<file path="src/rtl/emd_pkg.sv">
// Shared types and constants for the event message deframer.
// No dependencies; imported by every module of the block.
package emd_pkg;

  localparam logic [31:0] RESET_MAX_LENGTH = 32'd4194304;
  localparam int QUEUE_DEPTH = 4;

  localparam logic [1:0] STATUS_OK         = 2'd0;
  localparam logic [1:0] STATUS_BAD_MAGIC  = 2'd1;
  localparam logic [1:0] STATUS_BAD_LENGTH = 2'd2;

  localparam logic [3:0] POS_MAGIC0  = 4'd0;
  localparam logic [3:0] POS_LEN0    = 4'd4;
  localparam logic [3:0] POS_LEN3    = 4'd7;
  localparam logic [3:0] POS_PAYLOAD = 4'd8;

  typedef struct packed {
    logic [7:0] data;
    logic       last;
    logic [1:0] status;
  } emd_item_t;

  function automatic logic [7:0] magic_byte(input logic [1:0] idx);
    logic [7:0] b;
    case (idx)
      2'd0:    b = 8'h49;  // I
      2'd1:    b = 8'h4E;  // N
      2'd2:    b = 8'h45;  // E
      default: b = 8'h56;  // V
    endcase
    return b;
  endfunction

endpackage

</file>
<file path="src/rtl/emd_front.sv">
// Front end: accepts link bytes, tracks the header, classifies each byte.
// Pushes payload and error results into the queue. Depends on emd_pkg.
module emd_front import emd_pkg::*; (
  input  logic        clk,
  input  logic        rst,
  input  logic        in_valid,
  output logic        in_ready,
  input  logic [7:0]  rx_byte,
  input  logic        cfg_we,
  input  logic [31:0] cfg_data,
  input  logic        q_full,
  output logic        push,
  output emd_item_t   push_item
);

  logic [3:0]  position, position_next;
  logic [31:0] length_value, length_value_next;
  logic [31:0] bytes_remaining, bytes_remaining_next;
  logic [31:0] length_limit;

  logic [3:0]  pos_eff;
  logic [31:0] len_full;
  logic        accept;

  assign in_ready = !q_full;
  assign accept   = in_valid && !q_full;
  assign pos_eff  = (position > POS_PAYLOAD) ? POS_MAGIC0 : position;
  assign len_full = length_value | ({24'b0, rx_byte} << {pos_eff[1:0], 3'b000});

  always_comb begin
    position_next        = position;
    length_value_next    = length_value;
    bytes_remaining_next = bytes_remaining;
    push                 = 1'b0;
    push_item            = '0;
    if (accept) begin
      if (pos_eff < POS_LEN0) begin
        if (rx_byte != magic_byte(pos_eff[1:0])) begin
          push                 = 1'b1;
          push_item.status     = STATUS_BAD_MAGIC;
          position_next        = POS_MAGIC0;
          length_value_next    = '0;
          bytes_remaining_next = '0;
        end else begin
          position_next = pos_eff + 4'd1;
        end
      end else if (pos_eff < POS_PAYLOAD) begin
        if (pos_eff != POS_LEN3) begin
          length_value_next = len_full;
          position_next     = pos_eff + 4'd1;
        end else if (len_full == '0 || len_full > length_limit) begin
          push                 = 1'b1;
          push_item.status     = STATUS_BAD_LENGTH;
          position_next        = POS_MAGIC0;
          length_value_next    = '0;
          bytes_remaining_next = '0;
        end else begin
          length_value_next    = len_full;
          bytes_remaining_next = len_full;
          position_next        = POS_PAYLOAD;
        end
      end else begin
        push             = 1'b1;
        push_item.data   = rx_byte;
        push_item.status = STATUS_OK;
        push_item.last   = (bytes_remaining[31:1] == '0);
        if (bytes_remaining[31:1] == '0) begin
          position_next        = POS_MAGIC0;
          length_value_next    = '0;
          bytes_remaining_next = '0;
        end else begin
          bytes_remaining_next = bytes_remaining - 32'd1;
        end
      end
    end
  end

  always_ff @(posedge clk) begin
    if (rst) begin
      position        <= POS_MAGIC0;
      length_value    <= '0;
      bytes_remaining <= '0;
      length_limit    <= RESET_MAX_LENGTH;
    end else begin
      position        <= position_next;
      length_value    <= length_value_next;
      bytes_remaining <= bytes_remaining_next;
      if (cfg_we) begin
        length_limit <= cfg_data;
      end
    end
  end

endmodule

</file>
<file path="src/rtl/emd_queue.sv">
// Short FIFO of classified results between front and back.
// Depends on emd_pkg for the item type.
module emd_queue import emd_pkg::*; #(
  parameter int DEPTH = QUEUE_DEPTH
) (
  input  logic      clk,
  input  logic      rst,
  input  logic      push,
  input  emd_item_t push_item,
  input  logic      pop,
  output emd_item_t pop_item,
  output logic      empty,
  output logic      full
);

  localparam int AW = (DEPTH > 1) ? $clog2(DEPTH) : 1;
  localparam int CW = $clog2(DEPTH + 1);
  localparam logic [AW-1:0] LAST_SLOT = AW'(DEPTH - 1);
  localparam logic [CW-1:0] FULL_COUNT = CW'(DEPTH);

  emd_item_t         slots [DEPTH];
  logic [AW-1:0]     wr_ptr;
  logic [AW-1:0]     rd_ptr;
  logic [CW-1:0]     count;
  logic              do_push;
  logic              do_pop;

  assign empty    = (count == '0);
  assign full     = (count == FULL_COUNT);
  assign do_push  = push && !full;
  assign do_pop   = pop && !empty;
  assign pop_item = slots[rd_ptr];

  always_ff @(posedge clk) begin
    if (do_push) begin
      slots[wr_ptr] <= push_item;
    end
  end

  always_ff @(posedge clk) begin
    if (rst) begin
      wr_ptr <= '0;
      rd_ptr <= '0;
      count  <= '0;
    end else begin
      if (do_push) begin
        wr_ptr <= (wr_ptr == LAST_SLOT) ? '0 : wr_ptr + AW'(1);
      end
      if (do_pop) begin
        rd_ptr <= (rd_ptr == LAST_SLOT) ? '0 : rd_ptr + AW'(1);
      end
      case ({do_push, do_pop})
        2'b10:   count <= count + CW'(1);
        2'b01:   count <= count - CW'(1);
        default: count <= count;
      endcase
    end
  end

endmodule

</file>
<file path="src/rtl/emd_back.sv">
// Back end: drains the queue into the output register, keeps message count.
// Depends on emd_pkg.
module emd_back import emd_pkg::*; (
  input  logic        clk,
  input  logic        rst,
  input  logic        q_empty,
  input  emd_item_t   q_item,
  output logic        pop,
  output logic        out_valid,
  input  logic        out_ready,
  output logic [7:0]  out_byte,
  output logic        last_byte,
  output logic [1:0]  status,
  output logic [31:0] events_received
);

  logic [31:0] message_count;

  assign pop             = !q_empty && (!out_valid || out_ready);
  assign events_received = message_count;

  always_ff @(posedge clk) begin
    if (rst) begin
      out_valid     <= 1'b0;
      message_count <= '0;
    end else if (pop) begin
      out_valid <= 1'b1;
      if (q_item.last && q_item.status == STATUS_OK) begin
        message_count <= message_count + 32'd1;
      end
    end else if (out_ready) begin
      out_valid <= 1'b0;
    end
  end

  always_ff @(posedge clk) begin
    if (pop) begin
      out_byte  <= q_item.data;
      last_byte <= q_item.last;
      status    <= q_item.status;
    end
  end

endmodule

</file>
<file path="src/rtl/event_message_deframer.sv">
// Event message deframer, top level: front parser, result queue, back end.
// Depends on emd_pkg, emd_front, emd_queue, emd_back.
//
// Usage:
//   Input channel (in_valid/in_ready, rx_byte) carries link bytes. Each message
//   is the magic 'INEV', a 32-bit little-endian length, then the payload.
//   Output channel (out_valid/out_ready) carries one request per payload byte
//   (status ok, last_byte on the final one) or one error request per bad
//   magic byte or bad length; the parser then waits for a fresh header.
//   events_received is the completed message count including this request.
//   max_length_we/max_length write the length limit; write only when idle.
// Timing:
//   One byte accepted per cycle while in_ready is high. Valid header bytes
//   give no request. Requests pass through the queue to the output register.
//   The front and back are split by a QUEUE_DEPTH_P entry queue; when the
//   receiver stalls the queue fills and in_ready drops once it is full.
// Reset:
//   rst clears the parser, the queue, the output valid flag and the message
//   count, and sets max_length to 4194304.
module event_message_deframer import emd_pkg::*; #(
  parameter int QUEUE_DEPTH_P = QUEUE_DEPTH
) (
  input  logic        clk,
  input  logic        rst,
  input  logic        in_valid,
  output logic        in_ready,
  input  logic [7:0]  rx_byte,
  input  logic        max_length_we,
  input  logic [31:0] max_length,
  output logic        out_valid,
  input  logic        out_ready,
  output logic [7:0]  out_byte,
  output logic        last_byte,
  output logic [1:0]  status,
  output logic [31:0] events_received
);

  logic      push;
  emd_item_t push_item;
  logic      pop;
  emd_item_t pop_item;
  logic      q_empty;
  logic      q_full;

  emd_front u_front (
    .clk       (clk),
    .rst       (rst),
    .in_valid  (in_valid),
    .in_ready  (in_ready),
    .rx_byte   (rx_byte),
    .cfg_we    (max_length_we),
    .cfg_data  (max_length),
    .q_full    (q_full),
    .push      (push),
    .push_item (push_item)
  );

  emd_queue #(
    .DEPTH (QUEUE_DEPTH_P)
  ) u_queue (
    .clk       (clk),
    .rst       (rst),
    .push      (push),
    .push_item (push_item),
    .pop       (pop),
    .pop_item  (pop_item),
    .empty     (q_empty),
    .full      (q_full)
  );

  emd_back u_back (
    .clk             (clk),
    .rst             (rst),
    .q_empty         (q_empty),
    .q_item          (pop_item),
    .pop             (pop),
    .out_valid       (out_valid),
    .out_ready       (out_ready),
    .out_byte        (out_byte),
    .last_byte       (last_byte),
    .status          (status),
    .events_received (events_received)
  );

  a_error_clean: assert property (@(posedge clk) disable iff (rst)
    out_valid && status != STATUS_OK |-> out_byte == 8'd0 && !last_byte)
    else $error("error request carries payload bits");

  a_hold_on_stall: assert property (@(posedge clk) disable iff (rst)
    out_valid && !out_ready |-> !pop)
    else $error("queue drained while output stalled");

  a_count_on_last: assert property (@(posedge clk) disable iff (rst)
    events_received != $past(events_received) |->
      out_valid && last_byte && status == STATUS_OK)
    else $error("message count moved without a final payload byte");

  a_no_push_when_full: assert property (@(posedge clk) disable iff (rst)
    push |-> !q_full)
    else $error("front pushed into a full queue");

endmodule

</file>
<file path="config.mk">
export PLATFORM = sky130hd
export DESIGN_NAME = event_message_deframer
export DESIGN_NICKNAME = d
export VERILOG_FILES = /design/src/rtl/emd_pkg.sv /design/src/rtl/emd_front.sv /design/src/rtl/emd_queue.sv /design/src/rtl/emd_back.sv /design/src/rtl/event_message_deframer.sv
export SDC_FILE = /design/constraint.sdc
export NUM_CORES = 1
export LEC_CHECK = 0
export ABC_AREA = 1
export BUFFER_PORTS_ARGS = -buffer_cell sky130_fd_sc_hd__buf_2
export CAP_MARGIN = 20
export CORE_ASPECT_RATIO = 0.8
export CORE_UTILIZATION = 30
export DETAILED_ROUTE_END_ITERATION = 8
export GPL_TIMING_DRIVEN = 0
export HOLD_SLACK_MARGIN = 0.1
export PLACE_DENSITY_LB_ADDON = 0.15
export SYNTH_ARGS = -nofsm -noshare
export SYNTH_HDL_FRONTEND = slang
export SYNTH_HIERARCHICAL = 1
export SYNTH_SLANG_ARGS = --single-unit
</file>
<file path="constraint.sdc">
create_clock -name clk -period 6.3 [get_ports clk]
set_clock_uncertainty 0.05 [all_clocks]
set_input_delay 0.945 -clock clk [delete_from_list [all_inputs] [get_ports clk]]
set_output_delay 0.945 -clock clk [all_outputs]
set_load 0.01 [all_outputs]
</file>
---- After elaboration in Yosys (flattened, before gate mapping) ----
Memory sizes are Yosys's and may differ from the RTL's. A register that Yosys moved wholly into a read port is not among the register bits.
Cells that the tools add are included.
storage, ports and cells
  register bits ........................... 151
  latch bits .............................. 0
  bits in writable memories ............... 44
  memory bits (read-only) ................. 0
  output and inout bits ................... 45
  logic and storage cells ................. 102
  memories kept ........................... 1
cells by class
  add/subtract/negate cells ............... 7
  $mul .................................... 0
  divide/modulo/power cells ............... 0
  magnitude comparators ................... 4
  equality and inequality tests ........... 11
  shifts and indexed selects .............. 1
  mux-type cells .......................... 43
  bitwise operators ....................... 1
  reduce and logical (&&, ||, !) cells .... 22
memories
  name           depth  width  read ports  clocked after Yosys merged registers in  write ports  RTL line         RTL
  u_queue.slots  4      11     1           1                                        1            emd_queue.sv:21  emd_item_t slots [DEPTH];
operator list
  operator                                            number
  two-way mux 32 bit                                  10
  adder 32 x 1 -> 32 bit, second input constant       1
  > comparator 32 bit                                 1
  logical NOT 32 bit                                  1
  OR 32 bit                                           1
  << shifter 8 x 5 -> 32 bit                          1
  subtractor 32 x 1 -> 32 bit, second input constant  1
  logical NOT 31 bit                                  1
  two-way mux 4 bit                                   7
  two-way mux 9 bit                                   2
  two-way mux 2 bit                                   8
  two-way mux 8 bit                                   2
  one-hot mux 5 bit (3 select lines)                  1
  two-way mux 1 bit                                   11
  two-way mux 11 bit                                  1
  == test 2 bit, second input constant                4
  != test 8 bit                                       1
  one-hot mux 3 bit (2 select lines)                  1
  AND reduction 3 bit                                 2
  logical AND 1 bit                                   5
  adder 2 x 1 -> 2 bit, second input constant         2
  adder 4 x 1 -> 4 bit, second input constant         1
  == test 2 x 1 -> 1 bit, second input constant       2
  > comparator 4 bit, second input constant           1
  15 further kinds                                    21

---- Logic depth before layout (Yosys ltp) ----
  depth in word-level cells ............... 14
  gate-level depth with buffers ........... 34

---- Cells and area by module ----
Netlist, hierarchy kept.
by module, submodules not included
  module     times used  cells an instance  area each (µm²)  seq. area each (µm²)
  emd_front  1           1037               6673.9           2001.9
  emd_back   1           295                2323.5           991.0
  emd_queue  1           179                2185.8           1501.4

---- Least setup slack after synthesis ----
No wires, ideal clock.
  path type ............................... input to register
  start point ............................. in rx_byte[1]
  end point ............................... reg u_queue.count[2]
  setup time .............................. 110 ps
  arrival ................................. 3615 ps
  data required time ...................... 6140 ps
  slack ................................... 2525 ps
  cell stages on the path ................. 27
  buffers on the path ..................... 1
  cell sequence ........................... ha_1 -> a21oi_1 -> inv_1 -> ha_1 -> nand2_1 -> nand2_1 -> nand3_1 -> nand2_1 -> a21oi_1 -> nand2_1 -> nand2_1 -> nand2_1 -> nand2_1 -> nand2_2 -> nand2_4 -> buf_6 -> a21oi_2 -> nand2_4 -> ha_1 -> inv_1 -> fa_1 -> inv_1 -> nand2_1 -> nand3_1 -> nand2_1 -> inv_1 -> nor2_1
on the way
  longest elaborated chain between the ends .. 12
  elaborated cells between the ends (all ways) .. 17
ends and longest elaborated chain
  what                                                                      RTL line                      RTL
  start: declaration                                                        event_message_deframer.sv:27  input logic [7:0] rx_byte,
  << shifter 8 x 5 -> 32 bit                                                emd_front.sv:28               assign len_full = length_value | ({24'b0, rx_byte} << {pos_eff[1:0], 3'b000});
  OR 32 bit                                                                 emd_front.sv:28
  > comparator 32 bit or logical NOT 32 bit (tied branches)                 emd_front.sv:51               end else if (len_full == '0 || len_full > length_limit) begin
  logical OR 1 bit                                                          emd_front.sv:51
  two-way mux 1 bit                                                         emd_front.sv:51
  two-way mux 1 bit                                                         emd_front.sv:48               if (pos_eff != POS_LEN3) begin
  two-way mux 1 bit                                                         emd_front.sv:47               end else if (pos_eff < POS_PAYLOAD) begin
  two-way mux 1 bit *                                                       emd_front.sv:37               if (pos_eff < POS_LEN0) begin
  two-way mux 1 bit *                                                       emd_front.sv:36               if (accept) begin
  net push                                                                  event_message_deframer.sv:38  logic push;
  logical AND 1 bit *                                                       emd_queue.sv:30               assign do_push = push && !full;
  == test 2 x 1 -> 1 bit or == test 2 bit (tied branches)                   emd_queue.sv:52               case ({do_push, do_pop})
  one-hot mux 3 bit (2 select lines) or nonzero test 2 bit (tied branches)  n/a
  end signal: assignment                                                    emd_queue.sv:53               2'b10: count <= count + CW'(1);
  end signal: assignment                                                    emd_queue.sv:54               2'b01: count <= count - CW'(1);
  end signal: assignment                                                    emd_queue.sv:55               default: count <= count;
  end: declaration                                                          emd_queue.sv:24               logic [CW-1:0] count;
The timed path passes the listed nets; every way through them passes the cells marked *.
A chain may end at the register's enable or synchronous reset.

---- Worst setup path in the final report ----
  start point ............................. reg u_front.position[0]
  end point ............................... mem u_queue/slots[2][6] in the netlist's numbering, enable pin
on the way
  longest elaborated chain between the ends .. 14
  elaborated cells between the ends (all ways) .. 26
ends and longest elaborated chain
  what                                                       RTL line                      RTL
  start: declaration                                         emd_front.sv:16               logic [3:0] position, position_next;
  start signal: assignment                                   emd_front.sv:85               position <= position_next;
  > comparator 4 bit                                         emd_front.sv:27               assign pos_eff = (position > POS_PAYLOAD) ? POS_MAGIC0 : position;
  two-way mux 4 bit *                                        emd_front.sv:27
  << shifter 8 x 5 -> 32 bit                                 emd_front.sv:28
  OR 32 bit                                                  emd_front.sv:28
  > comparator 32 bit or logical NOT 32 bit (tied branches)  emd_front.sv:51
  logical OR 1 bit                                           emd_front.sv:51
  two-way mux 1 bit                                          emd_front.sv:51
  two-way mux 1 bit                                          emd_front.sv:48
  two-way mux 1 bit                                          emd_front.sv:47
  two-way mux 1 bit *                                        emd_front.sv:37
  two-way mux 1 bit *                                        emd_front.sv:36
  net push                                                   event_message_deframer.sv:38
  logical AND 1 bit *                                        emd_queue.sv:30
  two-way mux 1 bit *                                        emd_queue.sv:35               if (do_push) begin
  two-way mux 1 bit (implied by the code) *                  emd_queue.sv:36               slots[wr_ptr] <= push_item;
  end: declaration                                           emd_queue.sv:21
The timed path passes the listed nets; every way through them passes the cells marked *. The select of a mux whose other input is x is not followed.

==> PnR_summary.wiki <==
{| class="wikitable"
! Metric !! Value
|-
| H-tree levels || 4
|-
| Crit-path max cell delay || 800 ps
|-
| Relative contribution of the clock network to total power || approximately 25%
|-
| Net count after synthesis || 1606
|-
| Share of final-layout standard cells stronger than drive strength 1 || between 10 and 15%
|-
| Wire length of the first global-routing pass || between 50000 and 60000 um
|-
| Number of instances in the synthesized netlist || between 1.5k and 2k
|-
| Drt drc || 0
|-
| Number of nets still failing antenna checks after routing || 0
|-
| Share of the synthesized area in the top cell type || roughly 25%
|-
| Cell-by-cell listing of the critical path || buf_4 > inv_1 > nor2_1 > ha_1 > inv_1 > o21bai_1 > ha_1 > nand2_1 > nor2_1 > nand2_1 > nor2_1 > nand2_1 > nand2_1 > nand2_1 > nand2_2 > nand2_4 > buf_6 > a21oi_2 > nand2_4 > nor2_1
|-
| Proportion of synthesized chip area in sequential cells || 40.2%
|-
| Worst-Margin Slew || roughly 1100 ps
|-
| Distinct cell type count after synthesis || 50
|-
| Fraction of synthesis flops using an asynchronous set or reset pin || 0%
|-
| Outcome || completed
|-
| Crit path max-delay family || simple AND/OR/NAND/NOR gates
|-
| Most frequent cell after synthesis || sky130_fd_sc_hd__nand2_1
|-
| Mean instance size in the synthesized netlist || 7.40 um2
|-
| Top post-synthesis cells by area || sky130_fd_sc_hd__dfxtp_1 25%, sky130_fd_sc_hd__edfxtp_1 15%, sky130_fd_sc_hd__nand2_1 8.6%
|-
| Maximum achievable frequency || 212 MHz
|-
| Worst Path Arrival || about 4800 ps
|-
| Root buffer cell || sky130_fd_sc_hd__clkbuf_16
|-
| Critical path data required time || between 6000 and 7000 ps
|-
| Via-per-instance ratio || ~4.7
|-
| Overall die area || 0.0381 mm2
|-
| Most area-hungry cell type in the Yosys netlist || sky130_fd_sc_hd__dfxtp_1
|-
| Count of filler cells inserted in the layout || around 4.0k
|-
| I/O pin cnt || 90
|-
| Fraction of power consumed by sequential logic || 36.6%
|-
| # rows || between 60 and 70
|-
| Number of detailed-routing iterations run before antenna repair || 7
|-
| Setup slack after placement || roughly 1200 ps
|-
| Clock insertion delay at the later pin of the skew report || ~470 ps
|-
| Count of synthesis-stage warnings from yosys || 6
|-
| Clock sinks || around 200
|-
| Element type at the critical path end || flip-flop
|-
| Worst rel slew slack || 29.2%
|-
| Prevailing post-synth register cell || sky130_fd_sc_hd__dfxtp_1
|-
| Post-route fraction of the period consumed by the critical path || around three quarters
|-
| Power per standard cell area || 343 mW/mm2
|-
| Sum Neg Setup Slack || 0 ps
|-
| Worst setup startpoint || u_front/position[0]
|-
| Final design utilization || 35.4%
|-
| Floorplan die width || ~220 um
|-
| Overflow left after global routing || 0
|-
| Overall Power || between 4 and 5 mW
|-
| Total clock buffers created by CTS || 17
|-
| Largest net degree at the start of global routing || 21
|-
| Layout Cells excl Fill || around 2.1k
|-
| Cell types with the highest counts after synthesis || 257 x sky130_fd_sc_hd__nand2_1, 194 x sky130_fd_sc_hd__nor2_1, 184 x sky130_fd_sc_hd__inv_1
|-
| Switch Pwr || about 1.8 mW
|-
| Port Buf Inserts || 89
|-
| Final Wtd Congestion || 0.877
|-
| Buffer and inverter count on the worst path || 4
|-
| Reg-to-reg startpoint || u_front/position[0]
|-
| Estimated wirelength of the detail-placed design || about 24000 um
|-
| Critical Path Start Type || flip-flop
|-
| Number of synthesized register bits || ~200
|-
| Vertical die dimension || 175 um
|-
| Classification of the worst-slack hold path || reg2reg
|-
| Netlist area before placement || between 0.01 and 0.015 mm2
|-
| CTS Hold Bufs || 0
|-
| Resize count post-CTS || 0
|-
| Setup violators final || 0
|-
| Total placed cells including tap cells || ~2.1k
|-
| Peak fanout along the critical path || 11
|-
| CTS clk-pin slew, worst paths || around 80 ps
|-
| Maximum root-to-sink buffer count || 2
|-
| Max IR drop VDD || around 0.00021 V
|-
| Final-report max-slew violation count || 0
|-
| Average wire per standard cell || ~15 um
|-
| Signed area change from the synthesized netlist to the final layout || 14.8%
|-
| Internal power || 2.62 mW
|-
| Time the final worst path needs with I/O delays and setup || 4710 ps
|-
| Iter 0 DRT Violations || around 700
|-
| Most frequent CP cell || sky130_fd_sc_hd__nand2_1
|-
| Count of nets after finishing || around 1.7k
|-
| Diode count || 0
|-
| Vias in the first global route || just over 9k
|-
| Post-CTS Setup Repair Bufs || 0
|-
| Critical path class || reg2reg
|-
| Part of the total power dissipated in combinational logic || just under 40%
|-
| Least setup slack across all paths after layout || around 1600 ps
|-
| Switching fraction of total power || between 40% and 50%
|-
| Max-cap violation count || 0
|-
| Master of the slowest instance on the critical path || sky130_fd_sc_hd__nor2_1
|-
| Number of vias in the routed layout || around 10k
|-
| Start point of the worst hold path || u_front/length_limit[11]
|-
| Starting density of the core || roughly 31%
|-
| RSZ-0062 raised after global routing || false
|-
| Area of the core || approximately 0.036 mm2
|-
| GRT Resource Usage Total || around 17%
|-
| Number of antenna violations at the first check in global routing || 0
|-
| Number of enable-type register cells in the synthesized netlist || between 50 and 60
|-
| Leakage power || ~5.6 nW
|-
| Total count of hold-check failures in the final report || 0
|-
| Routed WL || around 32000 um
|-
| Clock tree from TritonCTS || done
|}
[metrics by stage]
step	hold slack (ps)	instance area [um2]
final	423	12800
after global routing	445	12800
after CTS	423	12800
after detailed placement	407	12200
after global placement	404	12200
after floorplan	390	11200
[cells by family (layout without fill, tap and decap cells)]
family / Yosys count / count (layout) / synth area share (%)
and+or+nand+nor: 684 / 684 / 28.6
AOI/OAI and AO/OA: 294 / 294 / 13.7
buffers and inverters: 261 / 385 / 9.95
DFF: 197 / 197 / 40.2
adders and majority gates: 50 / 50 / 5.66
xor gates and xnor gates: 25 / 25 / 1.96
[per-layer routing]
layer | part of all wire (%) | GRT usage (%) | vias to the layer above | wire length (um)
li1 | - | - | 5175 | -
met1 | 54 | 26.5 | 4636 | 17300
met2 | 41 | 24.8 | 184 | 13100
met3 | 4.1 | 2.98 | 19 | 1320
met4 | 1.0 | 4.98 | 0 | 334
met5 | 0 | 0 | - | 0
[power by group through the flow]
stage | logic, mW | clock network [mW] | registers [mW]
2_1_floorplan | 1.18 | 0 | 1.65
3_3_place_gp | 1.67 | 0 | 1.64
3_5_place_dp | 1.68 | 0 | 1.64
4_1_cts | 1.69 | 1.14 | 1.61
5_1_grt | 1.92 | 1.19 | 1.63
6_report | 1.70 | 1.10 | 1.61
[layout make-up]
class	instances	area [um2]	area share [%]
plain buffers	63	367	2.86
inverters	198	746	5.81
flip-flops and latches	197	4490	35.0
clock buffers	17	425	3.31
clock inverters	15	154	1.20
well taps	480	601	4.68
repair buffers	92	472	3.67
multi-input cells	1053	5580	43.5
[cell usage in the layout, fill, tap and decap left out, types with 3 or more instances in the layout]
master and count:
sky130_fd_sc_hd__inv_8 3, sky130_fd_sc_hd__clkbuf_16 17, sky130_fd_sc_hd__nand4_1 19, sky130_fd_sc_hd__ha_1 49, sky130_fd_sc_hd__inv_1 184, sky130_fd_sc_hd__clkbuf_1 29
sky130_fd_sc_hd__nand2_2 16, sky130_fd_sc_hd__nand3_4 5, sky130_fd_sc_hd__o21ai_1 22, sky130_fd_sc_hd__nand2_4 5, sky130_fd_sc_hd__nand3_1 126, sky130_fd_sc_hd__o21ai_0 106
sky130_fd_sc_hd__buf_6 9, sky130_fd_sc_hd__xor2_1 19, sky130_fd_sc_hd__buf_2 102, sky130_fd_sc_hd__a21oi_1 138, sky130_fd_sc_hd__edfxtp_1 55, sky130_fd_sc_hd__inv_2 12
sky130_fd_sc_hd__xnor2_1 6, sky130_fd_sc_hd__dfxtp_1 142, sky130_fd_sc_hd__nor4_1 3, sky130_fd_sc_hd__inv_6 5, sky130_fd_sc_hd__nor2_2 18, sky130_fd_sc_hd__a21oi_2 3
sky130_fd_sc_hd__o22ai_1 12, sky130_fd_sc_hd__nor2_1 194, sky130_fd_sc_hd__nand3b_1 4, sky130_fd_sc_hd__buf_4 12, sky130_fd_sc_hd__nor3_1 12, sky130_fd_sc_hd__nor3_2 3
sky130_fd_sc_hd__clkinv_8 3, sky130_fd_sc_hd__nand2_1 257, sky130_fd_sc_hd__nor2_4 10, sky130_fd_sc_hd__o21bai_1 3
[state kept, by name, summed over array words and instances (netlist names), 2 cells and up, named ones only]
name                     flops
u_queue/wr_ptr               2
u_back/out_byte              8
u_front/length_limit        32
u_front/position             4
u_front/length_value        32
u_front/bytes_remaining     32
u_queue/rd_ptr               2
u_back/status                2
u_queue/count                3
u_back/events_received      32
u_queue/slots               44
[worst paths after layout]
kind / to / slack [ps] / cells past startpoint
setup / recovery: u_queue/slots[2][6] / 1590 / 20
hold / removal: u_front/length_limit[11] / 420 / 2
setup reg to reg: u_queue/slots[2][6] / 1590 / 20
hold reg to reg: u_front/length_limit[11] / 420 / 2
[worst min-delay path, stage by stage, from the launching register on]
cell                      delay, ps
sky130_fd_sc_hd__dfxtp_1        300
sky130_fd_sc_hd__inv_1           60
sky130_fd_sc_hd__a21oi_1         60
Power figures use the tool's default switching activity.
